`src/design/tsyn_pkg.sv`:
```
package tsyn_pkg;

  localparam logic [31:0] IP_WORD0          = 32'h4500_002C;
  localparam logic [15:0] IP_TTL_PROTO      = 16'h6406;
  localparam logic [31:0] TCP_OFF_FLAGS_WIN = 32'h6002_8000;
  localparam logic [31:0] TCP_MSS_OPT       = 32'h0204_0578;
  localparam logic [15:0] ID_LIMIT          = 16'd65000;
  localparam logic [15:0] ID_MAX            = 16'd65001;
  localparam logic [3:0]  LAST_IDX          = 4'd10;

  // fixed 16-bit terms of each checksum, pre-added
  localparam logic [19:0] IP_CSUM_BASE  = 20'h0_A932;
  localparam logic [19:0] TCP_CSUM_BASE = 20'h0_E79C;

  typedef struct packed {
    logic [31:0] dest_addr;
    logic [31:0] src_addr;
    logic [15:0] dest_port;
    logic [15:0] src_port;
    logic [31:0] seq_value;
    logic [15:0] ident;
    logic [17:0] addr_sum;
  } hdr_req_t;

  function automatic logic [15:0] csum_fold(input logic [19:0] sum);
    logic [16:0] s1;
    logic [16:0] s2;
    s1 = {13'd0, sum[19:16]} + {1'b0, sum[15:0]};
    s2 = {1'b0, s1[15:0]} + {16'd0, s1[16]};
    return ~s2[15:0];
  endfunction

endpackage

```
`src/design/tsyn_if.sv`:
```
interface tsyn_req_if;
  logic        valid;
  logic        ready;
  logic [31:0] dest_addr;
  logic [31:0] src_addr;
  logic [15:0] dest_port;
  logic [8:0]  src_port_offset;
  logic [31:0] seq_value;

  modport source (output valid, dest_addr, src_addr, dest_port, src_port_offset, seq_value,
                  input ready);
  modport sink (input valid, dest_addr, src_addr, dest_port, src_port_offset, seq_value,
                output ready);
endinterface

interface tsyn_word_if;
  logic        valid;
  logic        ready;
  logic [31:0] header_word;
  logic [3:0]  word_index;
  logic        last_word;

  modport source (output valid, header_word, word_index, last_word, input ready);
  modport sink (input valid, header_word, word_index, last_word, output ready);
endinterface

interface tsyn_cfg_if;
  logic        valid;
  logic        ready;
  logic [15:0] data;

  modport source (output valid, data, input ready);
  modport sink (input valid, data, output ready);
endinterface

```
`src/design/tsyn_hdr_out.sv`:
```
module tsyn_hdr_out (
  input  logic              clk,
  input  logic              rst_n,
  input  logic              req_valid,
  input  tsyn_pkg::hdr_req_t req,
  output logic              take,
  tsyn_word_if.source       out_word
);
  import tsyn_pkg::*;

  logic        valid_r;
  logic [3:0]  idx_r;
  logic [3:0]  idx_nxt;
  logic [31:0] dst_r;
  logic [31:0] src_r;
  logic [15:0] dport_r;
  logic [15:0] sport_r;
  logic [31:0] seq_r;
  logic [15:0] id_r;
  logic [15:0] ip_csum_r;
  logic [15:0] tcp_csum_r;
  logic [19:0] ip_sum;
  logic [19:0] tcp_sum;
  logic        fire;
  logic        last;

  assign fire = out_word.valid && out_word.ready;
  assign last = (idx_r == LAST_IDX);
  assign take = req_valid && (!valid_r || (fire && last));

  assign ip_sum = {2'd0, req.addr_sum} + {4'd0, req.ident} + IP_CSUM_BASE;
  assign tcp_sum = {2'd0, req.addr_sum} + {4'd0, req.src_port} + {4'd0, req.dest_port}
                 + {4'd0, req.seq_value[31:16]} + {4'd0, req.seq_value[15:0]}
                 + TCP_CSUM_BASE;

  always_comb begin
    idx_nxt = idx_r;
    if (take) begin
      idx_nxt = 4'd0;
    end else if (fire && !last) begin
      idx_nxt = idx_r + 4'd1;
    end
  end

  always_ff @(posedge clk) begin
    if (!rst_n) begin
      valid_r <= 1'b0;
      idx_r   <= 4'd0;
    end else begin
      idx_r <= idx_nxt;
      if (take) begin
        valid_r <= 1'b1;
      end else if (fire && last) begin
        valid_r <= 1'b0;
      end
    end
  end

  always_ff @(posedge clk) begin
    if (take) begin
      dst_r      <= req.dest_addr;
      src_r      <= req.src_addr;
      dport_r    <= req.dest_port;
      sport_r    <= req.src_port;
      seq_r      <= req.seq_value;
      id_r       <= req.ident;
      ip_csum_r  <= csum_fold(ip_sum);
      tcp_csum_r <= csum_fold(tcp_sum);
    end
  end

  assign out_word.valid      = valid_r;
  assign out_word.word_index = idx_r;
  assign out_word.last_word  = last;

  always_comb begin
    case (idx_r)
      4'd0:    out_word.header_word = IP_WORD0;
      4'd1:    out_word.header_word = {id_r, 16'd0};
      4'd2:    out_word.header_word = {IP_TTL_PROTO, ip_csum_r};
      4'd3:    out_word.header_word = src_r;
      4'd4:    out_word.header_word = dst_r;
      4'd5:    out_word.header_word = {sport_r, dport_r};
      4'd6:    out_word.header_word = seq_r;
      4'd8:    out_word.header_word = TCP_OFF_FLAGS_WIN;
      4'd9:    out_word.header_word = {tcp_csum_r, 16'd0};
      4'd10:   out_word.header_word = TCP_MSS_OPT;
      default: out_word.header_word = 32'd0;
    endcase
  end

endmodule

```
`src/design/tcp_syn_packet_builder_core.sv`:
```
// Builds a 44-byte IPv4+TCP SYN probe header for each accepted request and sends it as
// eleven 32-bit words, first wire byte in bits 31..24, word_index 0 to 10, last_word on
// word 10. The IP identification comes from an internal counter that runs 1..65001 and
// wraps back to 1. A request is taken into an input register, both checksums are formed
// on its way into the output register, and the words then leave at one per cycle while
// out_word.ready is high. The word sequencer sets the request rate, one request per header
// sent, and the next request is already held while the current header drains.
// An accepted request passes the input register, then the output register, before its first
// word leaves. source_port_base is written through cfg_wr, which is always ready.
module tcp_syn_packet_builder_core (
  input  logic        clk,
  input  logic        rst_n,
  tsyn_req_if.sink    in_req,
  tsyn_word_if.source out_word,
  tsyn_cfg_if.sink    cfg_wr
);
  import tsyn_pkg::*;

  logic [15:0] base_r;
  logic [15:0] ident_r;
  logic [15:0] ident_nxt;
  logic        s1_valid_r;
  hdr_req_t    s1_r;
  logic        take;
  logic        in_fire;

  assign cfg_wr.ready = 1'b1;
  assign in_req.ready = !s1_valid_r || take;
  assign in_fire      = in_req.valid && in_req.ready;

  always_comb begin
    ident_nxt = ((ident_r > ID_LIMIT) ? 16'd0 : ident_r) + 16'd1;
  end

  always_ff @(posedge clk) begin
    if (!rst_n) begin
      base_r     <= 16'd0;
      ident_r    <= 16'd0;
      s1_valid_r <= 1'b0;
    end else begin
      if (cfg_wr.valid) begin
        base_r <= cfg_wr.data;
      end
      if (in_fire) begin
        ident_r <= ident_nxt;
      end
      if (in_fire) begin
        s1_valid_r <= 1'b1;
      end else if (take) begin
        s1_valid_r <= 1'b0;
      end
    end
  end

  always_ff @(posedge clk) begin
    if (in_fire) begin
      s1_r.dest_addr <= in_req.dest_addr;
      s1_r.src_addr  <= in_req.src_addr;
      s1_r.dest_port <= in_req.dest_port;
      s1_r.src_port  <= base_r + {7'd0, in_req.src_port_offset};
      s1_r.seq_value <= in_req.seq_value;
      s1_r.ident     <= ident_nxt;
      s1_r.addr_sum  <= {2'd0, in_req.src_addr[31:16]} + {2'd0, in_req.src_addr[15:0]}
                      + {2'd0, in_req.dest_addr[31:16]} + {2'd0, in_req.dest_addr[15:0]};
    end
  end

  tsyn_hdr_out u_hdr_out (
    .clk       (clk),
    .rst_n     (rst_n),
    .req_valid (s1_valid_r),
    .req       (s1_r),
    .take      (take),
    .out_word  (out_word)
  );

  a_ident_range: assert property (@(posedge clk) disable iff (!rst_n)
    ident_r <= ID_MAX)
    else $error("ident counter out of range");

  a_hold_when_full: assert property (@(posedge clk) disable iff (!rst_n)
    (s1_valid_r && !take) |-> !in_req.ready)
    else $error("request taken while input register full");

  a_last_on_ten: assert property (@(posedge clk) disable iff (!rst_n)
    out_word.valid |-> (out_word.last_word == (out_word.word_index == LAST_IDX)))
    else $error("last_word not on final word");

  a_take_after_last: assert property (@(posedge clk) disable iff (!rst_n)
    (out_word.valid && out_word.ready && out_word.last_word && s1_valid_r)
      |=> (out_word.valid && out_word.word_index == 4'd0))
    else $error("queued request not started after last word");

endmodule
```
`src/flat_wrapper.sv`:
```
// flat-port wrapper written by rule: the top's interface ports become plain ports
module tcp_syn_packet_builder_core_flat import tsyn_pkg::*;
  (clk, rst_n, in_req_valid, in_req_dest_addr, in_req_src_addr, in_req_dest_port, in_req_src_port_offset, in_req_seq_value, in_req_ready, out_word_valid, out_word_header_word, out_word_word_index, out_word_last_word, out_word_ready, cfg_wr_valid, cfg_wr_data, cfg_wr_ready);
  tsyn_req_if in_req_i ();
  tsyn_word_if out_word_i ();
  tsyn_cfg_if cfg_wr_i ();
  input  logic clk;
  input  logic rst_n;
  input wire logic [$bits(in_req_i.valid)-1:0] in_req_valid;
  input wire logic [$bits(in_req_i.dest_addr)-1:0] in_req_dest_addr;
  input wire logic [$bits(in_req_i.src_addr)-1:0] in_req_src_addr;
  input wire logic [$bits(in_req_i.dest_port)-1:0] in_req_dest_port;
  input wire logic [$bits(in_req_i.src_port_offset)-1:0] in_req_src_port_offset;
  input wire logic [$bits(in_req_i.seq_value)-1:0] in_req_seq_value;
  output wire logic [$bits(in_req_i.ready)-1:0] in_req_ready;
  output wire logic [$bits(out_word_i.valid)-1:0] out_word_valid;
  output wire logic [$bits(out_word_i.header_word)-1:0] out_word_header_word;
  output wire logic [$bits(out_word_i.word_index)-1:0] out_word_word_index;
  output wire logic [$bits(out_word_i.last_word)-1:0] out_word_last_word;
  input wire logic [$bits(out_word_i.ready)-1:0] out_word_ready;
  input wire logic [$bits(cfg_wr_i.valid)-1:0] cfg_wr_valid;
  input wire logic [$bits(cfg_wr_i.data)-1:0] cfg_wr_data;
  output wire logic [$bits(cfg_wr_i.ready)-1:0] cfg_wr_ready;
  assign in_req_i.valid = in_req_valid;
  assign in_req_i.dest_addr = in_req_dest_addr;
  assign in_req_i.src_addr = in_req_src_addr;
  assign in_req_i.dest_port = in_req_dest_port;
  assign in_req_i.src_port_offset = in_req_src_port_offset;
  assign in_req_i.seq_value = in_req_seq_value;
  assign in_req_ready = in_req_i.ready;
  assign out_word_valid = out_word_i.valid;
  assign out_word_header_word = out_word_i.header_word;
  assign out_word_word_index = out_word_i.word_index;
  assign out_word_last_word = out_word_i.last_word;
  assign out_word_i.ready = out_word_ready;
  assign cfg_wr_i.valid = cfg_wr_valid;
  assign cfg_wr_i.data = cfg_wr_data;
  assign cfg_wr_ready = cfg_wr_i.ready;
  tcp_syn_packet_builder_core u_core (.clk(clk), .rst_n(rst_n), .in_req(in_req_i), .out_word(out_word_i), .cfg_wr(cfg_wr_i));
endmodule
```
`config.mk`:
```
export PLATFORM = sky130hd
export DESIGN_NAME = tcp_syn_packet_builder_core_flat
export DESIGN_NICKNAME = d
export VERILOG_FILES = /design/src/design/tsyn_pkg.sv /design/src/design/tsyn_if.sv /design/src/design/tsyn_hdr_out.sv /design/src/design/tcp_syn_packet_builder_core.sv /design/src/flat_wrapper.sv
export SDC_FILE = /design/constraint.sdc
export NUM_CORES = 1
export LEC_CHECK = 0
export ABC_AREA = 1
export ABC_CLOCK_PERIOD_IN_PS = 18900
export BUFFER_PORTS_ARGS = -buffer_cell sky130_fd_sc_hd__clkbuf_2
export CAP_MARGIN = 20
export CORE_ASPECT_RATIO = 1.5
export CORE_UTILIZATION = 45
export DETAILED_ROUTE_END_ITERATION = 12
export PLACE_DENSITY_LB_ADDON = 0.2
export SLEW_MARGIN = 15
export SYNTH_ARGS = -nofsm -noshare
export SYNTH_HDL_FRONTEND = slang
export SYNTH_SLANG_ARGS = --single-unit
```
`constraint.sdc`:
```
create_clock -name clk -period 18.9 [get_ports clk]
set_clock_uncertainty 0.15 [all_clocks]
set_input_delay 0.945 -clock clk [delete_from_list [all_inputs] [get_ports clk]]
set_output_delay 0.945 -clock clk [all_outputs]
set_load 0.02 [all_outputs]
```
==> After elaboration in Yosys (flattened, before gate mapping) <==
Cells that the tools add are included.
{ "word_totals": {"reg_bits": 376, "output_inout_bits": 40, "word_cells": 70, "inputBits": 142} }
{ "op_classes": {"order_cmp": 1, "bitwise": 3, "eq_ne": 9, "muxes": 6, "add_sub_neg": 17, "reduce_logical": 14} }
{ "ops": {"columns": ["operator", "n"], "rows": [
  ["$pmux 32 s10", 1],
  ["$add 20x16->20", 2],
  ["$add 18x16->19", 2],
  ["$add 18x16->18", 2],
  ["$add 4x16->17", 2],
  ["$add 16x1->16", 2],
  ["$not 16->16", 2],
  ["$add 19x16->20", 1],
  ["$add 19x16->20 const B", 1],
  ["$add 20x16->20 const B", 1],
  ["$add 16x16->17", 1],
  ["$add 16x1->16 const B", 1],
  ["$add 16x9->16", 1],
  ["$gt 16x16->1 const B", 1],
  ["$mux 16", 1],
  ["$eq 4x3->1 const B", 3],
  ["$eq 4x4->1 const B", 3],
  ["$eq 4x2->1 const B", 2],
  ["$logic_and 1x1->1", 5],
  ["$add 4x1->4 const B", 1],
  ["$eq 4x1->1 const B", 1],
  ["$logic_not 4->1", 1],
  ["$mux 1", 4],
  ["$reduce_bool 2->1", 2],
  ["4 further kinds", 7]
]} }

==> Logic depth before layout (Yosys ltp) <==
{ "logic_depth": {"ltp_word": 8, "depth_mapped": 47, "depth_no_buf": 47} }

==> Hierarchy <==
Synthesis repeated with hierarchy kept, for this count alone.
{ "hier_totals": {"hier_cells": 2086, "hier_area_um2": 21050.2} }
{ "modules_own_cells": {"columns": ["mod", "instances", "area_each_um2", "seq_area_each_um2", "cells_each"], "rows": [
  ["tsyn_hdr_out", 1, 12172.9, 5385.2, 1345],
  ["tcp_syn_packet_builder_core", 1, 8877.3, 5525.3, 741]
]} }

==> Worst setup path before layout <==
No wires, ideal clock.
{ "synth_timing": {"path_kind": "register to register", "start": "reg u_core.u_hdr_out.idx_r[1] (netlist: u_core.u_hdr_out.out_word.word_index[1])", "end": "reg u_core.u_hdr_out.dport_r[0], enable pin", "stages_incl_launch_ff": 8, "arrival_time_ns": 8.869, "setup_slack_ns": 9.166, "synth_period_minus_slack_ns": 9.734, "required_time_ns": 18.036, "setup_ns": 0.714, "n_path_buf": 0, "cell_sequence": "dfxtp_1 ha_1 inv_1 nor2_1 inv_2 o21ai_1 inv_1 nor2_1"} }
{ "synth_via": {"elab_chain_cells": 4} }
{ "synth_lines": {"columns": ["element", "line_no", "rtl"], "rows": [
  ["from (decl)", "tsyn_hdr_out.sv:12", "logic [3:0] idx_r;"],
  ["from (signal assigned)", "tsyn_hdr_out.sv:50", "idx_r <= idx_nxt;"],
  ["$eq 4x4->1", "tsyn_hdr_out.sv:28", "assign last = (idx_r == LAST_IDX);"],
  ["net out_word_last_word", "flat_wrapper.sv:19", "output wire logic [$bits(out_word_i.last_word)-1:0] out_word_last_word;"],
  ["$logic_and 1x1->1", "tsyn_hdr_out.sv:29", "assign take = req_valid && (!valid_r || (fire && last));"],
  ["$logic_or 1x1->1", "tsyn_hdr_out.sv:29", null],
  ["$logic_and 1x1->1", "tsyn_hdr_out.sv:29", null],
  ["net u_core.take", "tcp_syn_packet_builder_core.sv:24", "logic take;"],
  ["to (signal assigned)", "tsyn_hdr_out.sv:63", "dport_r <= req.dest_port;"],
  ["to (decl)", "tsyn_hdr_out.sv:16", "logic [15:0] dport_r;"]
]} }
The timed path passes the listed nets, and every way through them passes these cells.
A chain may end at the register's enable or synchronous reset.

==> Worst setup path in the final report <==
{ "layout_timing": {"start": "reg u_core.s1_r[52] in the netlist's numbering", "end": "reg u_core.u_hdr_out.tcp_csum_r[15] (data pin)"} }
{ "layout_via": {"elab_chain_cells": 6} }
{ "layout_lines": {"columns": ["element", "line_no", "rtl"], "rows": [
  ["from (decl)", "tcp_syn_packet_builder_core.sv:23", "hdr_req_t s1_r;"],
  ["$add 20x16->20 (2 in a row)", "tsyn_hdr_out.sv:33", "+ {4'd0, req.seq_value[31:16]} + {4'd0, req.seq_value[15:0]}"],
  ["$add 20x16->20", "tsyn_hdr_out.sv:34", "+ TCP_CSUM_BASE;"],
  ["$add 4x16->17", "tsyn_pkg.sv:28", "s1 = {13'd0, sum[19:16]} + {1'b0, sum[15:0]};"],
  ["$add 16x1->16", "tsyn_pkg.sv:29", "s2 = {1'b0, s1[15:0]} + {16'd0, s1[16]};"],
  ["$not 16->16", "tsyn_pkg.sv:30", "return ~s2[15:0];"],
  ["to (signal assigned)", "tsyn_hdr_out.sv:68", "tcp_csum_r <= csum_fold(tcp_sum);"],
  ["to (decl)", "tsyn_hdr_out.sv:21", "logic [15:0] tcp_csum_r;"]
]} }
Every way passes these cells.

==> summary.txt <==
Outcome
  • Status: complete, no violations

Setup path
  • CP max stage cell: fa_1
  • Worst path most repeated cell: nand2_1
  • Critical path type: reg -> reg
  • Largest stage delay on the critical path: 0.55 ns
  • Required time of the critical path: 19.05 ns
  • Crit end category: register
  • Crit path DAT: 7.41 ns
  • Critical-path maximum fanout: 4
  • CP Launch Type: register
  • Crit path launch: u_core.s1_r[52]
  • FF-to-FF Start: u_core.s1_r[52]

Synth
  • Main combinational cell family by area after synthesis: simple AND/OR/NAND/NOR gates
  • Net count after synthesis: 2461
  • Xor/xnor cell area share of the yosys netlist: 2.981%
  • Synth Area in Simple Gates: 16.28%
  • Post-synthesis mux area share: 0%
  • Sequential share of the synthesized area: 51.68%
  • Synth area leaders: edfxtp_1 (48%), inv_1 (7.7%), nand2_1 (7.6%)
  • Avg Cell Area, Syn: 9.935 µm²
  • Dominant cell type by area after synthesis: edfxtp_1
  • Total of warnings raised by yosys: 0
  • Post-Synth Adder-Cell Area: 13.99%
  • Post-synth top area share: 48.08%
  • Synth Register Bits: 376
  • Cell variety after synth: 46
  • Synth Instances: 2125
  • Compound-gate portion of the synthesized area: 6.656%
  • Mapped Area: 21110 µm²

Global routing
  • Initial antenna violation count: 0
  • First-pass GRT wire length: 85.62 mm
  • Total GRT Usage: 24.28%
  • Vias in the first global route: 15440
  • Total gr overflow: 0
  • Largest net degree at the start of global routing: 177

Drt
  • Via count: 15230
  • Final WL: 57.26 mm
  • DRC Markers: 0
  • Initial detailed-routing violation count: 1111
  • Vias/cell: 5.164
  • Drt first pass iters: 7
  • Wirelength per Cell: 19.41 µm
  • Final ANT Viol Nets: 0

Floorplanning
  • Core area: 46000 µm²
  • I/O pins: 182
  • FP Rows: 96
  • Die height: 267.3 µm
  • Die width: 178.9 µm
  • Initial core utilization: 45.89%
  • Die area: 47800 µm²

Clocking
  • Clock latency on the worst-skew pair: 0.55 ns
  • Clk root buf: clkbuf_16
  • Post-CTS Resized: 0
  • H-tree depth: 2
  • Clock Sinks: 376
  • CTS tree: yes
  • Inserted Clock Buffers: 39
  • CTS Buffer Depth: 3
  • Post-CTS Setup Repair Bufs: 0
  • Clock slew at reported path FFs: 0.06 ns
  • # hold bufs at CTS: 0

Final layout
  • Layout cell share with drive strength beyond 1: 13.51%
  • Area grow syn2layout: 13.68%
  • Commonest non-fill, non-tap cell in the layout: inv_1
  • Layout net count: 2670
  • Commonest cells after routing, fill and taps aside: inv_1 (431), nand2_1 (430), edfxtp_1 (338)
  • Fillers: 4115
  • Util after Layout: 52.17%
  • Storage element area: 10910 µm²
  • Area of the multi-input gates: 8451 µm²

Timing
  • Fin. Hold Viols: 0
  • Final setup viols: 0
  • Total Neg Setup Slack: 0 ns
  • Min cycle time layout: 7.263 ns
  • Max_slew headroom: 27.65%
  • RSZ-0062 raised after global routing: false
  • Slew Viols, Final: 0
  • Fmax achieved: 137.7 MHz
  • Tcrit/Tclk final: 38.43%
  • Least-Margin Pin Slew: 1.085 ns

Power and ir drop
  • Peak VDD IR: 145.6 µV
  • Logic pwr share: 59.7%
  • Clock share of power: 15.9%
  • Pwr Total: 4.706 mW
  • Pwr dens: 196.1 nW/µm²
  • Leakage Power: 11.07 nW
  • Sw Ratio: 48.55%
  • Internal Pwr Total: 2.421 mW
  • Sw Pwr: 2.285 mW
  • Register share of total power: 24.4%

Placed design
  • Placer Congestion: 0.9504
  • DP Wirelength: 44.50 mm
  • # port buffers: 180

Worst hold path
  • Hold Startpoint: u_core.s1_r[133]
  • Hold Crit Class: reg -> reg

Flow run
  • Max-cap violations: 0
[cell usage after synthesis, drive strengths merged]
cell / number
conb: 1
dfxtp: 38
a21oi: 83
clkinv: 3
nand3b: 1
fa: 70
a21boi: 6
and2: 2
a211oi: 3
o31ai: 3
nand3: 118
nor3: 7
a21o: 5
or2: 1
nand2: 451
edfxtp: 338
o22ai: 1
a31o: 1
buf: 2
nand4: 48
ha: 124
a22o: 22
a221o: 3
inv: 443
a31oi: 7
o2111ai: 2
o21ai: 62
xnor2: 26
a221oi: 25
nor2: 158
o21bai: 3
clkbuf: 23
xor2: 45
[cell type report]
class                      instances  area share [%]
clock inverter                    18          0.6256
sequential                       376           45.46
clock buffer                      50           4.416
timing repair buffer             193           4.212
multi-input combinational       1278           35.21
inverter                         446           6.996
tap                              588           3.066
antenna                            1         0.01043
[metal layers]
metal	wire, µm	vias up	track usage [%]
li1	-	7398	-
met1	22080	7283	28.08
met2	29930	457	45.04
met3	2795	96	2.499
met4	2452	0	9.803
met5	0	-	0
[cells by family (layout without fill, tap and decap cells)]
logic type | after synthesis | in the layout
XOR/XNOR | 71 | 71
AO/OA/AOI/OAI | 226 | 226
buffers and inverters | 471 | 707
adder cells (fa/ha/maj) | 194 | 194
AND/OR/NAND/NOR | 786 | 786
other | 1 | 2
flip-flops | 376 | 376
[per-stage QoR]
step,area (µm²),worst slack (ns),std cells,hold WS [ns]
6_report,24000,11.64,2950,0.2666
5_1_grt,24000,10.85,2949,0.2683
4_1_cts,24000,11.69,2949,0.2649
3_5_place_dp,22790,11.70,2881,0.2545
3_3_place_gp,22790,11.88,2881,0.2513
2_1_floorplan,21110,9.166,2125,0.2503
[power by group through the flow]
stage               Sequential [mW]  Clock, mW  Combinational [mW]
floorplan                      1.15          0                2.07
global placement               1.16          0                2.73
detailed placement             1.16          0                2.79
CTS                            1.15      0.763                2.81
global route                   1.15      0.792                3.15
finish                         1.15      0.750                2.81
[worst max-delay path: cells and delay by family, from the launching register on]
| kind | cells | cell delay, ns |
|---|---|---|
| adders and majority gates | 8 | 2.95 |
| buffers and inverters | 6 | 0.45 |
| DFF | 1 | 0.36 |
| xor gates and xnor gates | 1 | 0.17 |
| and+or+nand+nor | 29 | 2.93 |
[worst paths after layout]
| check | cells past startpoint | slack, ns | endpoint |
|---|---|---|---|
| worst max-delay path | 44 | 11.64 | u_core.u_hdr_out.tcp_csum_r[15] |
| worst min-delay path | 0 | 0.27 | u_core.u_hdr_out.dst_r[3] |
| worst max register to register | 44 | 11.64 | u_core.u_hdr_out.tcp_csum_r[15] |
| worst min register to register | 0 | 0.27 | u_core.u_hdr_out.dst_r[3] |
[sequential cells by signal, summed over array words and instances (netlist names), 32 cells and up]
| signal | count |
|---|---|
| u_core.s1_r | 162 |
| u_core.u_hdr_out.dst_r | 32 |
| u_core.u_hdr_out.seq_r | 32 |
| u_core.u_hdr_out.src_r | 32 |
(Power assumes the default switching activity.)
